`config.mk`:
```
export PLATFORM = sky130hd
export DESIGN_NAME = uart_to_spi_burst_bridge_core
export DESIGN_NICKNAME = d
export VERILOG_FILES = /design/src/usbb_pkg.sv /design/src/uart_to_spi_burst_bridge_core.sv
export SDC_FILE = /design/constraint.sdc
export NUM_CORES = 2
export LEC_CHECK = 0
export BUFFER_PORTS_ARGS = -buffer_cell sky130_fd_sc_hd__buf_2
export CORE_MARGIN = 10
export CORE_UTILIZATION = 56
export CTS_BUF_LIST = sky130_fd_sc_hd__clkbuf_4 sky130_fd_sc_hd__clkbuf_8 sky130_fd_sc_hd__clkbuf_16
export DETAILED_ROUTE_END_ITERATION = 8
export GPL_TIMING_DRIVEN = 0
export PLACE_DENSITY = 0.77
export SYNTH_ARGS = -nofsm -noshare
export SYNTH_HDL_FRONTEND = slang
export SYNTH_SLANG_ARGS = --single-unit
```
`constraint.sdc`:
```
create_clock -name clk -period 4 [get_ports clk]
set_clock_uncertainty 0.05 [all_clocks]
set_input_delay 1 -clock clk [delete_from_list [all_inputs] [get_ports clk]]
set_output_delay 1 -clock clk [all_outputs]
set_load 0.01 [all_outputs]
```
`src/usbb_pkg.sv`:
```
// Package with the shared types and constants of the UART to SPI burst bridge.
package usbb_pkg;

	localparam int DEF_BUFFER_DEPTH = 128;

	localparam logic [7:0] ACK_CODE_RST    = 8'hAA;
	localparam logic [7:0] FILLER_BYTE_RST = 8'h5A;
	localparam logic [7:0] WRITE_FLAG      = 8'h80;

	localparam int CFG_IDX_W = 1;

	localparam logic [CFG_IDX_W-1:0] REG_ACK_CODE    = 1'd0;
	localparam logic [CFG_IDX_W-1:0] REG_FILLER_BYTE = 1'd1;

	typedef enum logic [1:0] {
		FUNC_UART_RX  = 2'd0,
		FUNC_SPI_DONE = 2'd1,
		FUNC_UART_RDY = 2'd2
	} func_t;

	typedef enum logic [3:0] {
		PH_ADDR       = 4'd0,
		PH_CHECK_ADDR = 4'd1,
		PH_NUM        = 4'd2,
		PH_CHECK_NUM  = 4'd3,
		PH_FILL       = 4'd4,
		PH_WRITE      = 4'd5,
		PH_READ_ADDR  = 4'd6,
		PH_READ       = 4'd7,
		PH_RETURN     = 4'd8
	} phase_t;

	typedef struct packed {
		logic       uart_send;
		logic [7:0] uart_data;
		logic       uart_from_mem;
		logic       spi_send;
		logic [7:0] spi_data;
		logic       spi_from_mem;
		logic       select_active;
		logic       handshake_error;
		logic       transaction_done;
	} result_t;

endpackage

```
`src/uart_to_spi_burst_bridge_core.sv`:
```
// Top level of the UART to SPI burst bridge: handshake sequencer and burst buffer.
//
// The bridge takes one event per clock cycle while in_stall is low and returns exactly one
// result per event. The pipeline is set by the burst buffer, a single
// synchronous memory with a registered read port: the first stage updates the handshake
// state and issues the buffer read and write, the second stage merges the read data into the
// result and holds it in the output register. When the output is stalled, one more event is
// still taken before the input stalls. The buffer holds no reset value and needs no clearing
// pass; an entry is only read after the current transaction wrote it.
module uart_to_spi_burst_bridge_core #(
	parameter int BUFFER_DEPTH = usbb_pkg::DEF_BUFFER_DEPTH
) (
	input  logic                           clk,
	input  logic                           arst_n,
	input  logic                           cfg_we,
	input  logic [usbb_pkg::CFG_IDX_W-1:0] cfg_idx,
	input  logic [7:0]                     cfg_data,
	input  logic                           in_valid,
	output logic                           in_stall,
	input  logic [1:0]                     func,
	input  logic [7:0]                     data_byte,
	output logic                           out_valid,
	input  logic                           out_stall,
	output logic                           uart_send,
	output logic [7:0]                     uart_data,
	output logic                           spi_send,
	output logic [7:0]                     spi_data,
	output logic                           select_active,
	output logic                           handshake_error,
	output logic                           transaction_done
);
	import usbb_pkg::*;

	localparam int         AW     = (BUFFER_DEPTH > 1) ? $clog2(BUFFER_DEPTH) : 1;
	localparam logic [7:0] DEPTH_B = 8'(BUFFER_DEPTH);

	logic [7:0] ack_q;
	logic [7:0] filler_q;

	phase_t     phase_q, phase_d;
	logic [7:0] addr_q, addr_d;
	logic [7:0] len_q, len_d;
	logic [7:0] fill_q, fill_d;
	logic [7:0] drain_q, drain_d;
	logic       sel_q, sel_d;

	logic [7:0] buf_mem [BUFFER_DEPTH];
	logic          mem_we;
	logic [AW-1:0] mem_wa;
	logic          mem_re;
	logic [AW-1:0] mem_ra;

	logic       acc;
	logic       hit_ack;
	logic [7:0] fill_inc;
	logic [7:0] drain_inc;
	logic [7:0] sat_len;
	result_t    res_d;

	logic       v_s1;
	result_t    res_s1;
	logic       fwd_s1;
	logic [7:0] fwd_data_s1;
	logic [7:0] rd_s1;
	logic       adv_s1;
	logic [7:0] mem_byte;
	result_t    res_mrg;

	logic       v_s2;
	result_t    res_s2;

	assign adv_s1   = v_s1 && (!v_s2 || !out_stall);
	assign in_stall = v_s1 && !adv_s1;
	assign acc      = in_valid && !in_stall;

	assign hit_ack   = (data_byte == ack_q);
	assign fill_inc  = fill_q + 8'd1;
	assign drain_inc = drain_q + 8'd1;
	assign sat_len   = (data_byte > DEPTH_B) ? DEPTH_B : data_byte;

	always_ff @(posedge clk or negedge arst_n) begin
		if (!arst_n) begin
			ack_q    <= ACK_CODE_RST;
			filler_q <= FILLER_BYTE_RST;
		end else if (cfg_we) begin
			unique case (cfg_idx)
				REG_ACK_CODE:    ack_q    <= cfg_data;
				REG_FILLER_BYTE: filler_q <= cfg_data;
				default: ;
			endcase
		end
	end

	always_comb begin
		phase_d = phase_q;
		addr_d  = addr_q;
		len_d   = len_q;
		fill_d  = fill_q;
		drain_d = drain_q;
		sel_d   = sel_q;
		mem_we  = 1'b0;
		mem_wa  = fill_q[AW-1:0];
		mem_re  = 1'b0;
		mem_ra  = drain_q[AW-1:0];
		if (acc) begin
			unique case (func)
				FUNC_UART_RX: begin
					unique case (phase_q)
						PH_ADDR: begin
							addr_d  = data_byte;
							phase_d = PH_CHECK_ADDR;
						end
						PH_CHECK_ADDR, PH_CHECK_NUM: begin
							if (!hit_ack) begin
								phase_d = PH_ADDR;
								addr_d  = '0;
								len_d   = '0;
								fill_d  = '0;
								drain_d = '0;
								sel_d   = 1'b0;
							end else if (phase_q == PH_CHECK_ADDR) begin
								phase_d = PH_NUM;
							end else if ((addr_q & WRITE_FLAG) != '0) begin
								if (len_q == '0) begin
									sel_d   = 1'b1;
									phase_d = PH_WRITE;
								end else begin
									phase_d = PH_FILL;
								end
							end else begin
								sel_d   = 1'b1;
								phase_d = PH_READ_ADDR;
							end
						end
						PH_NUM: begin
							len_d   = sat_len;
							phase_d = PH_CHECK_NUM;
						end
						PH_FILL: begin
							mem_we = 1'b1;
							fill_d = fill_inc;
							if (fill_inc >= len_q) begin
								sel_d   = 1'b1;
								phase_d = PH_WRITE;
							end
						end
						default: ;
					endcase
				end
				FUNC_SPI_DONE: begin
					unique case (phase_q)
						PH_WRITE: begin
							if (drain_q < len_q) begin
								mem_re  = 1'b1;
								drain_d = drain_inc;
							end else begin
								phase_d = PH_ADDR;
								addr_d  = '0;
								len_d   = '0;
								fill_d  = '0;
								drain_d = '0;
								sel_d   = 1'b0;
							end
						end
						PH_READ_ADDR: begin
							if (len_q == '0) begin
								phase_d = PH_ADDR;
								addr_d  = '0;
								len_d   = '0;
								fill_d  = '0;
								drain_d = '0;
								sel_d   = 1'b0;
							end else begin
								phase_d = PH_READ;
							end
						end
						PH_READ: begin
							mem_we = 1'b1;
							fill_d = fill_inc;
							if (fill_inc >= len_q) begin
								mem_re  = 1'b1;
								mem_ra  = '0;
								sel_d   = 1'b0;
								drain_d = 8'd1;
								if (len_q <= 8'd1) begin
									phase_d = PH_ADDR;
									addr_d  = '0;
									len_d   = '0;
									fill_d  = '0;
									drain_d = '0;
								end else begin
									phase_d = PH_RETURN;
								end
							end
						end
						default: ;
					endcase
				end
				FUNC_UART_RDY: begin
					if (phase_q == PH_RETURN) begin
						if (drain_q < len_q) begin
							mem_re  = 1'b1;
							drain_d = drain_inc;
						end
						if ((drain_q < len_q ? drain_inc : drain_q) >= len_q) begin
							phase_d = PH_ADDR;
							addr_d  = '0;
							len_d   = '0;
							fill_d  = '0;
							drain_d = '0;
							sel_d   = 1'b0;
						end
					end
				end
				default: ;
			endcase
		end
	end

	always_comb begin
		res_d               = '0;
		res_d.select_active = sel_d;
		unique case (func)
			FUNC_UART_RX: begin
				unique case (phase_q)
					PH_ADDR: begin
						res_d.uart_send = 1'b1;
						res_d.uart_data = data_byte;
					end
					PH_CHECK_ADDR, PH_CHECK_NUM: begin
						if (!hit_ack) begin
							res_d.handshake_error = 1'b1;
						end else if (phase_q == PH_CHECK_NUM) begin
							if ((addr_q & WRITE_FLAG) == '0 || len_q == '0) begin
								res_d.spi_send = 1'b1;
								res_d.spi_data = addr_q;
							end
						end
					end
					PH_NUM: begin
						res_d.uart_send = 1'b1;
						res_d.uart_data = sat_len;
					end
					PH_FILL: begin
						if (fill_inc >= len_q) begin
							res_d.spi_send = 1'b1;
							res_d.spi_data = addr_q;
						end
					end
					default: ;
				endcase
			end
			FUNC_SPI_DONE: begin
				unique case (phase_q)
					PH_WRITE: begin
						if (drain_q < len_q) begin
							res_d.spi_send     = 1'b1;
							res_d.spi_from_mem = 1'b1;
						end else begin
							res_d.transaction_done = 1'b1;
						end
					end
					PH_READ_ADDR: begin
						if (len_q == '0) begin
							res_d.transaction_done = 1'b1;
						end else begin
							res_d.spi_send = 1'b1;
							res_d.spi_data = filler_q;
						end
					end
					PH_READ: begin
						if (fill_inc < len_q) begin
							res_d.spi_send = 1'b1;
							res_d.spi_data = filler_q;
						end else begin
							res_d.uart_send        = 1'b1;
							res_d.uart_from_mem    = 1'b1;
							res_d.transaction_done = (len_q <= 8'd1);
						end
					end
					default: ;
				endcase
			end
			FUNC_UART_RDY: begin
				if (phase_q == PH_RETURN) begin
					if (drain_q < len_q) begin
						res_d.uart_send     = 1'b1;
						res_d.uart_from_mem = 1'b1;
					end
					res_d.transaction_done =
						((drain_q < len_q ? drain_inc : drain_q) >= len_q);
				end
			end
			default: ;
		endcase
	end

	always_ff @(posedge clk or negedge arst_n) begin
		if (!arst_n) begin
			phase_q <= PH_ADDR;
			addr_q  <= '0;
			len_q   <= '0;
			fill_q  <= '0;
			drain_q <= '0;
			sel_q   <= 1'b0;
		end else begin
			phase_q <= phase_d;
			addr_q  <= addr_d;
			len_q   <= len_d;
			fill_q  <= fill_d;
			drain_q <= drain_d;
			sel_q   <= sel_d;
		end
	end

	always_ff @(posedge clk) begin
		if (mem_we) begin
			buf_mem[mem_wa] <= data_byte;
		end
		if (mem_re) begin
			rd_s1 <= buf_mem[mem_ra];
		end
	end

	always_ff @(posedge clk or negedge arst_n) begin
		if (!arst_n) begin
			v_s1 <= 1'b0;
		end else if (acc) begin
			v_s1 <= 1'b1;
		end else if (adv_s1) begin
			v_s1 <= 1'b0;
		end
	end

	always_ff @(posedge clk) begin
		if (acc) begin
			res_s1      <= res_d;
			fwd_s1      <= mem_we && mem_re && (mem_wa == mem_ra);
			fwd_data_s1 <= data_byte;
		end
	end

	assign mem_byte = fwd_s1 ? fwd_data_s1 : rd_s1;

	always_comb begin
		res_mrg = res_s1;
		if (res_s1.uart_from_mem) begin
			res_mrg.uart_data = mem_byte;
		end
		if (res_s1.spi_from_mem) begin
			res_mrg.spi_data = mem_byte;
		end
	end

	always_ff @(posedge clk or negedge arst_n) begin
		if (!arst_n) begin
			v_s2 <= 1'b0;
		end else if (adv_s1) begin
			v_s2 <= 1'b1;
		end else if (!out_stall) begin
			v_s2 <= 1'b0;
		end
	end

	always_ff @(posedge clk) begin
		if (adv_s1) begin
			res_s2 <= res_mrg;
		end
	end

	assign out_valid        = v_s2;
	assign uart_send        = res_s2.uart_send;
	assign uart_data        = res_s2.uart_data;
	assign spi_send         = res_s2.spi_send;
	assign spi_data         = res_s2.spi_data;
	assign select_active    = res_s2.select_active;
	assign handshake_error  = res_s2.handshake_error;
	assign transaction_done = res_s2.transaction_done;

	a_addr_echo: assert property (@(posedge clk) disable iff (!arst_n)
		acc && phase_q == PH_ADDR && func == FUNC_UART_RX |=> phase_q == PH_CHECK_ADDR)
		else $error("Address byte did not advance the handshake.");

	a_select_phase: assert property (@(posedge clk) disable iff (!arst_n)
		sel_q |-> (phase_q == PH_WRITE || phase_q == PH_READ_ADDR || phase_q == PH_READ))
		else $error("Chip select held outside an SPI phase.");

	a_fill_bound: assert property (@(posedge clk) disable iff (!arst_n)
		(phase_q == PH_FILL || phase_q == PH_READ) |-> fill_q < len_q)
		else $error("Fill index reached the burst length inside a fill phase.");

	a_return_bound: assert property (@(posedge clk) disable iff (!arst_n)
		phase_q == PH_RETURN |-> (drain_q < len_q && drain_q != '0))
		else $error("Return phase has no byte left to send.");

	a_len_sat: assert property (@(posedge clk) disable iff (!arst_n)
		len_q <= DEPTH_B)
		else $error("Burst length exceeds the buffer depth.");

endmodule
```
==> metrics.md <==
| Metric | Value |
|---|---|
| Outcome | finished, violations left |
| Failing checks | setup timing |
| Core area | roughly 0.082 mm^2 |
| Avg Vias per Cell | 6.94 |
| DRC | 0 |
| Crit. End Element | flop |
| CTS Hold Bufs | 0 |
| DR WL/cell | 33.2 um |
| CTS Buf Count | 110 |
| Initial Utilization | 56.5% |
| Post-synthesis cell type count | 85 |
| First-pass GRT wire length | 208 mm |
| Seq cells post-synth | 1140 |
| Hold Vio Cnt, Final | 0 |
| Critical path's top delay family | compound AO/OA/AOI/OAI gates |
| Mapped Cells | 3007 |
| DPL Wire Length | 95.5 mm |
| Async SR Flop Fraction | slightly below 5% |
| RR Startpoint | fill_q[0]$_DFFE_PN0P_ |
| Final worst slack | -0.615 ns |
| Max-cap viol count | 0 |
| Vias | 30600 |
| Slowest cell delay on critical path | 0.56 ns |
| Worst reg2reg path depth | 17 |
| Grt ovf | 0 |
| Sequential element share of the synthesized area | 73.1% |
| CP Buf/Inv Count | 4 |
| Area taken by multi-input logic gates | 0.0131 mm^2 |
| Seq. cell area | 0.0340 mm^2 |
| Port Buf Inserts | 46 |
| Tcrit/Tclk final | 115% |
| Final TNS setup | -3.28 ns |
| DR iter-0 viols | 5107 |
| Most frequent cells in the layout | edfxtp_1 (1085), nand2_1 (288), nor2_1 (172), mux2i_1 (123), buf_4 (114) |
| Pwr Density | 495 mW/mm^2 |
| # fillers | around 5300 |
| Synth Flop Type | edfxtp_1 |
| Inst Count DP | 4133 |
| Antenna-violating nets left | 0 |
| Critical-path cell list | ha_4 -> nand4_1 -> xor2_1 -> inv_1 -> ha_4 -> nand4_1 -> a21oi_4 -> and3_4 -> buf_12 -> buf_4 -> nor3_2 -> buf_2 -> a211oi_1 -> a311oi_2 -> a211o_1 -> a32oi_2 -> nor4b_2 |
| Setup WS pre-CTS | -3.01 ns |
| Detailed-router iteration count before antenna repair | 6 |
| Crit Path Class | reg2reg |
| Worst path slowest cell | a211oi_1 |
| Cell Count, Final, Fillers Out | 4410 |
| Io pins | 47 |
| Pin count of the biggest net entering global routing | 83 |
| Yosys warns | 0 |
| Syn nets | 3061 |
| Die H | approximately 300 um |
| Crit path DAT | 4.97 ns |
| Worst min-delay path class | in2async |
| Gr usage total | between 30 and 40% |
| Peak supply drop | about 0.40 mV |
| EDFF count, synth | 1085 |
| Initial antenna violation count | 3 |
| Die area | 0.0950 mm^2 |
| Worst slew pin tran | 1.29 ns |
| Share of layout cells above drive strength 1 | between 20% and 30% |
| Final WL | 146 mm |
| Avg Cell Area, Syn | 15.5 um^2 |
| Area delta synth->final | 17.5% |
| Worst Path Required | approximately 4.4 ns |
| H-tree levels | 3 |
| Num Clock Sinks | 1140 |
| Final min period | 4.61 ns |
| Clk root buf | clkbuf_16 |
| Die width | 308 um |
| CTS tree | yes |
| Worst R2R End | rd_s1[1]$_DFFE_PN_ |
| Clk buf depth | 3 |
| Netlist Area Pre-Place | 0.0465 mm^2 |
| WHS | 0.327 ns |
| Fmax | 0.217 GHz |
| Setup slack, reg-to-reg | -0.61 ns |
| Gp weighted congestion | 1.09 |
| P_leak | 17.7 nW |
| Final Max Tran Viols | 0 |
| Unrepaired setup endpoints after global routing | true |
| Total power | 27.0 mW |
| CP Max Fanout | 10 |
| Worst skew pair latency | 0.72 ns |
| Most common cell after layout, fill and taps aside | edfxtp_1 |
| Slew HR | 13.8% |
| Setup Viol. Count Final | 12 |
| CP Launch Type | flop |
| Worst-path clk slew | about 0.060 ns |
| Vias in the first global route | roughly 30000 |
| Row count | between 100 and 150 |
| Fin nets | 3309 |
layout make-up:
cell class | instances | share of cell area [%]
Antenna cell | 2 | 0.00916
Buffer | 164 | 2.22
Clock buffer | 137 | 5.44
Clock inverter | 58 | 1.00
Inverter | 42 | 0.318
Multi-Input combinational cell | 1653 | 24.0
Sequential cell | 1140 | 62.2
Tap cell | 1070 | 2.45
Timing Repair Buffer | 143 | 2.33
Timing Repair inverter | 1 | 0.00916
per-stage QoR:
step	cell area [um^2]	utilization (%)
global route	54600	66.4
global placement	48100	58.4
detailed placement	48400	58.8
finish	54600	66.4
CTS	53800	65.4
floorplan	46500	-
cell usage after synthesis, types with 14 or more instances:
library cell	count	area (um^2)
edfxtp_1	1085	32600
nand2_1	296	1110
nor2_1	238	893
mux2i_1	123	1230
a21oi_1	121	606
o21ai_0	116	581
clkbuf_1	77	289
mux4_2	73	1640
mux2_2	68	766
buf_2	61	305
nor3_1	51	255
dfrtp_1	47	1180
a211oi_1	44	330
a221oi_1	40	350
inv_1	39	146
nand3_1	39	195
o22ai_1	37	231
ha_1	30	375
and3_1	27	169
o211ai_1	26	195
o221ai_1	22	193
xnor2_1	21	184
o31ai_1	20	150
a22oi_1	19	143
a31oi_1	19	119
a311oi_1	18	158
a211o_1	17	149
a22o_1	16	140
buf_1	15	56.3
buf_4	14	105
layer usage:
metal	share of wire [%]	global-route usage, %	vias up
met2	44	45.8	2724
met4	6.7	15.6	6
met5	0.023	0	-
li1	-	-	12300
met3	15	10.3	603
met1	34	38.6	15000
flip-flops by register name, indices dropped and copies added (netlist names), 4 cells and up:
register and cells:
addr_q 8, fwd_data_s1 8, rd_s1 8, buf_mem 1024, drain_q 8, ack_q 8
uart_data 8, fill_q 8, len_q 8, res_mrg 7, res_s1 16, spi_data 8
phase_q 4, filler_q 8
where the power goes:
part	internal, mW	switching, mW	total [mW]
logic	1.18	2.21	3.39
registers	13.2	0.0963	13.3
clock network	5.84	4.46	10.3
repair_timing:
item / in CTS / in global routing
gates resized for setup: 374 / 147
gates cloned: 0 / 1
pin swaps: 60 / 48
setup endpoints to repair: 1039 / 665
buffers inserted: 56 / 37
cells by family after synthesis:
logic type	count (synthesis)	share of synthesized area, %
xor+xnor	27	0.509
flops	1140	73.1
compound gates	597	8.68
simple gates	733	6.97
buf+inv	214	2.09
mux	266	7.89
fa+ha+maj	30	0.807
worst max-delay path by stage:
stage / from / end / slack (ns) / cells past startpoint
after detailed placement: fill_q[3]$_DFFE_PN0P_ / rd_s1[5]$_DFFE_PN_ / -3.01 / 18
after global placement: fill_q[3]$_DFFE_PN0P_ / rd_s1[5]$_DFFE_PN_ / -2.89 / 18
after global routing: fill_q[0]$_DFFE_PN0P_ / rd_s1[1]$_DFFE_PN_ / -0.58 / 17
final: fill_q[0]$_DFFE_PN0P_ / rd_s1[1]$_DFFE_PN_ / -0.61 / 17
after CTS: fill_q[3]$_DFFE_PN0P_ / rd_s1[3]$_DFFE_PN_ / -0.44 / 19
after floorplan: drain_q[2]$_DFFE_PN0P_ / addr_q[7]$_DFFE_PN0P_ / -0.03 / 16
(Power assumes the default switching activity.)
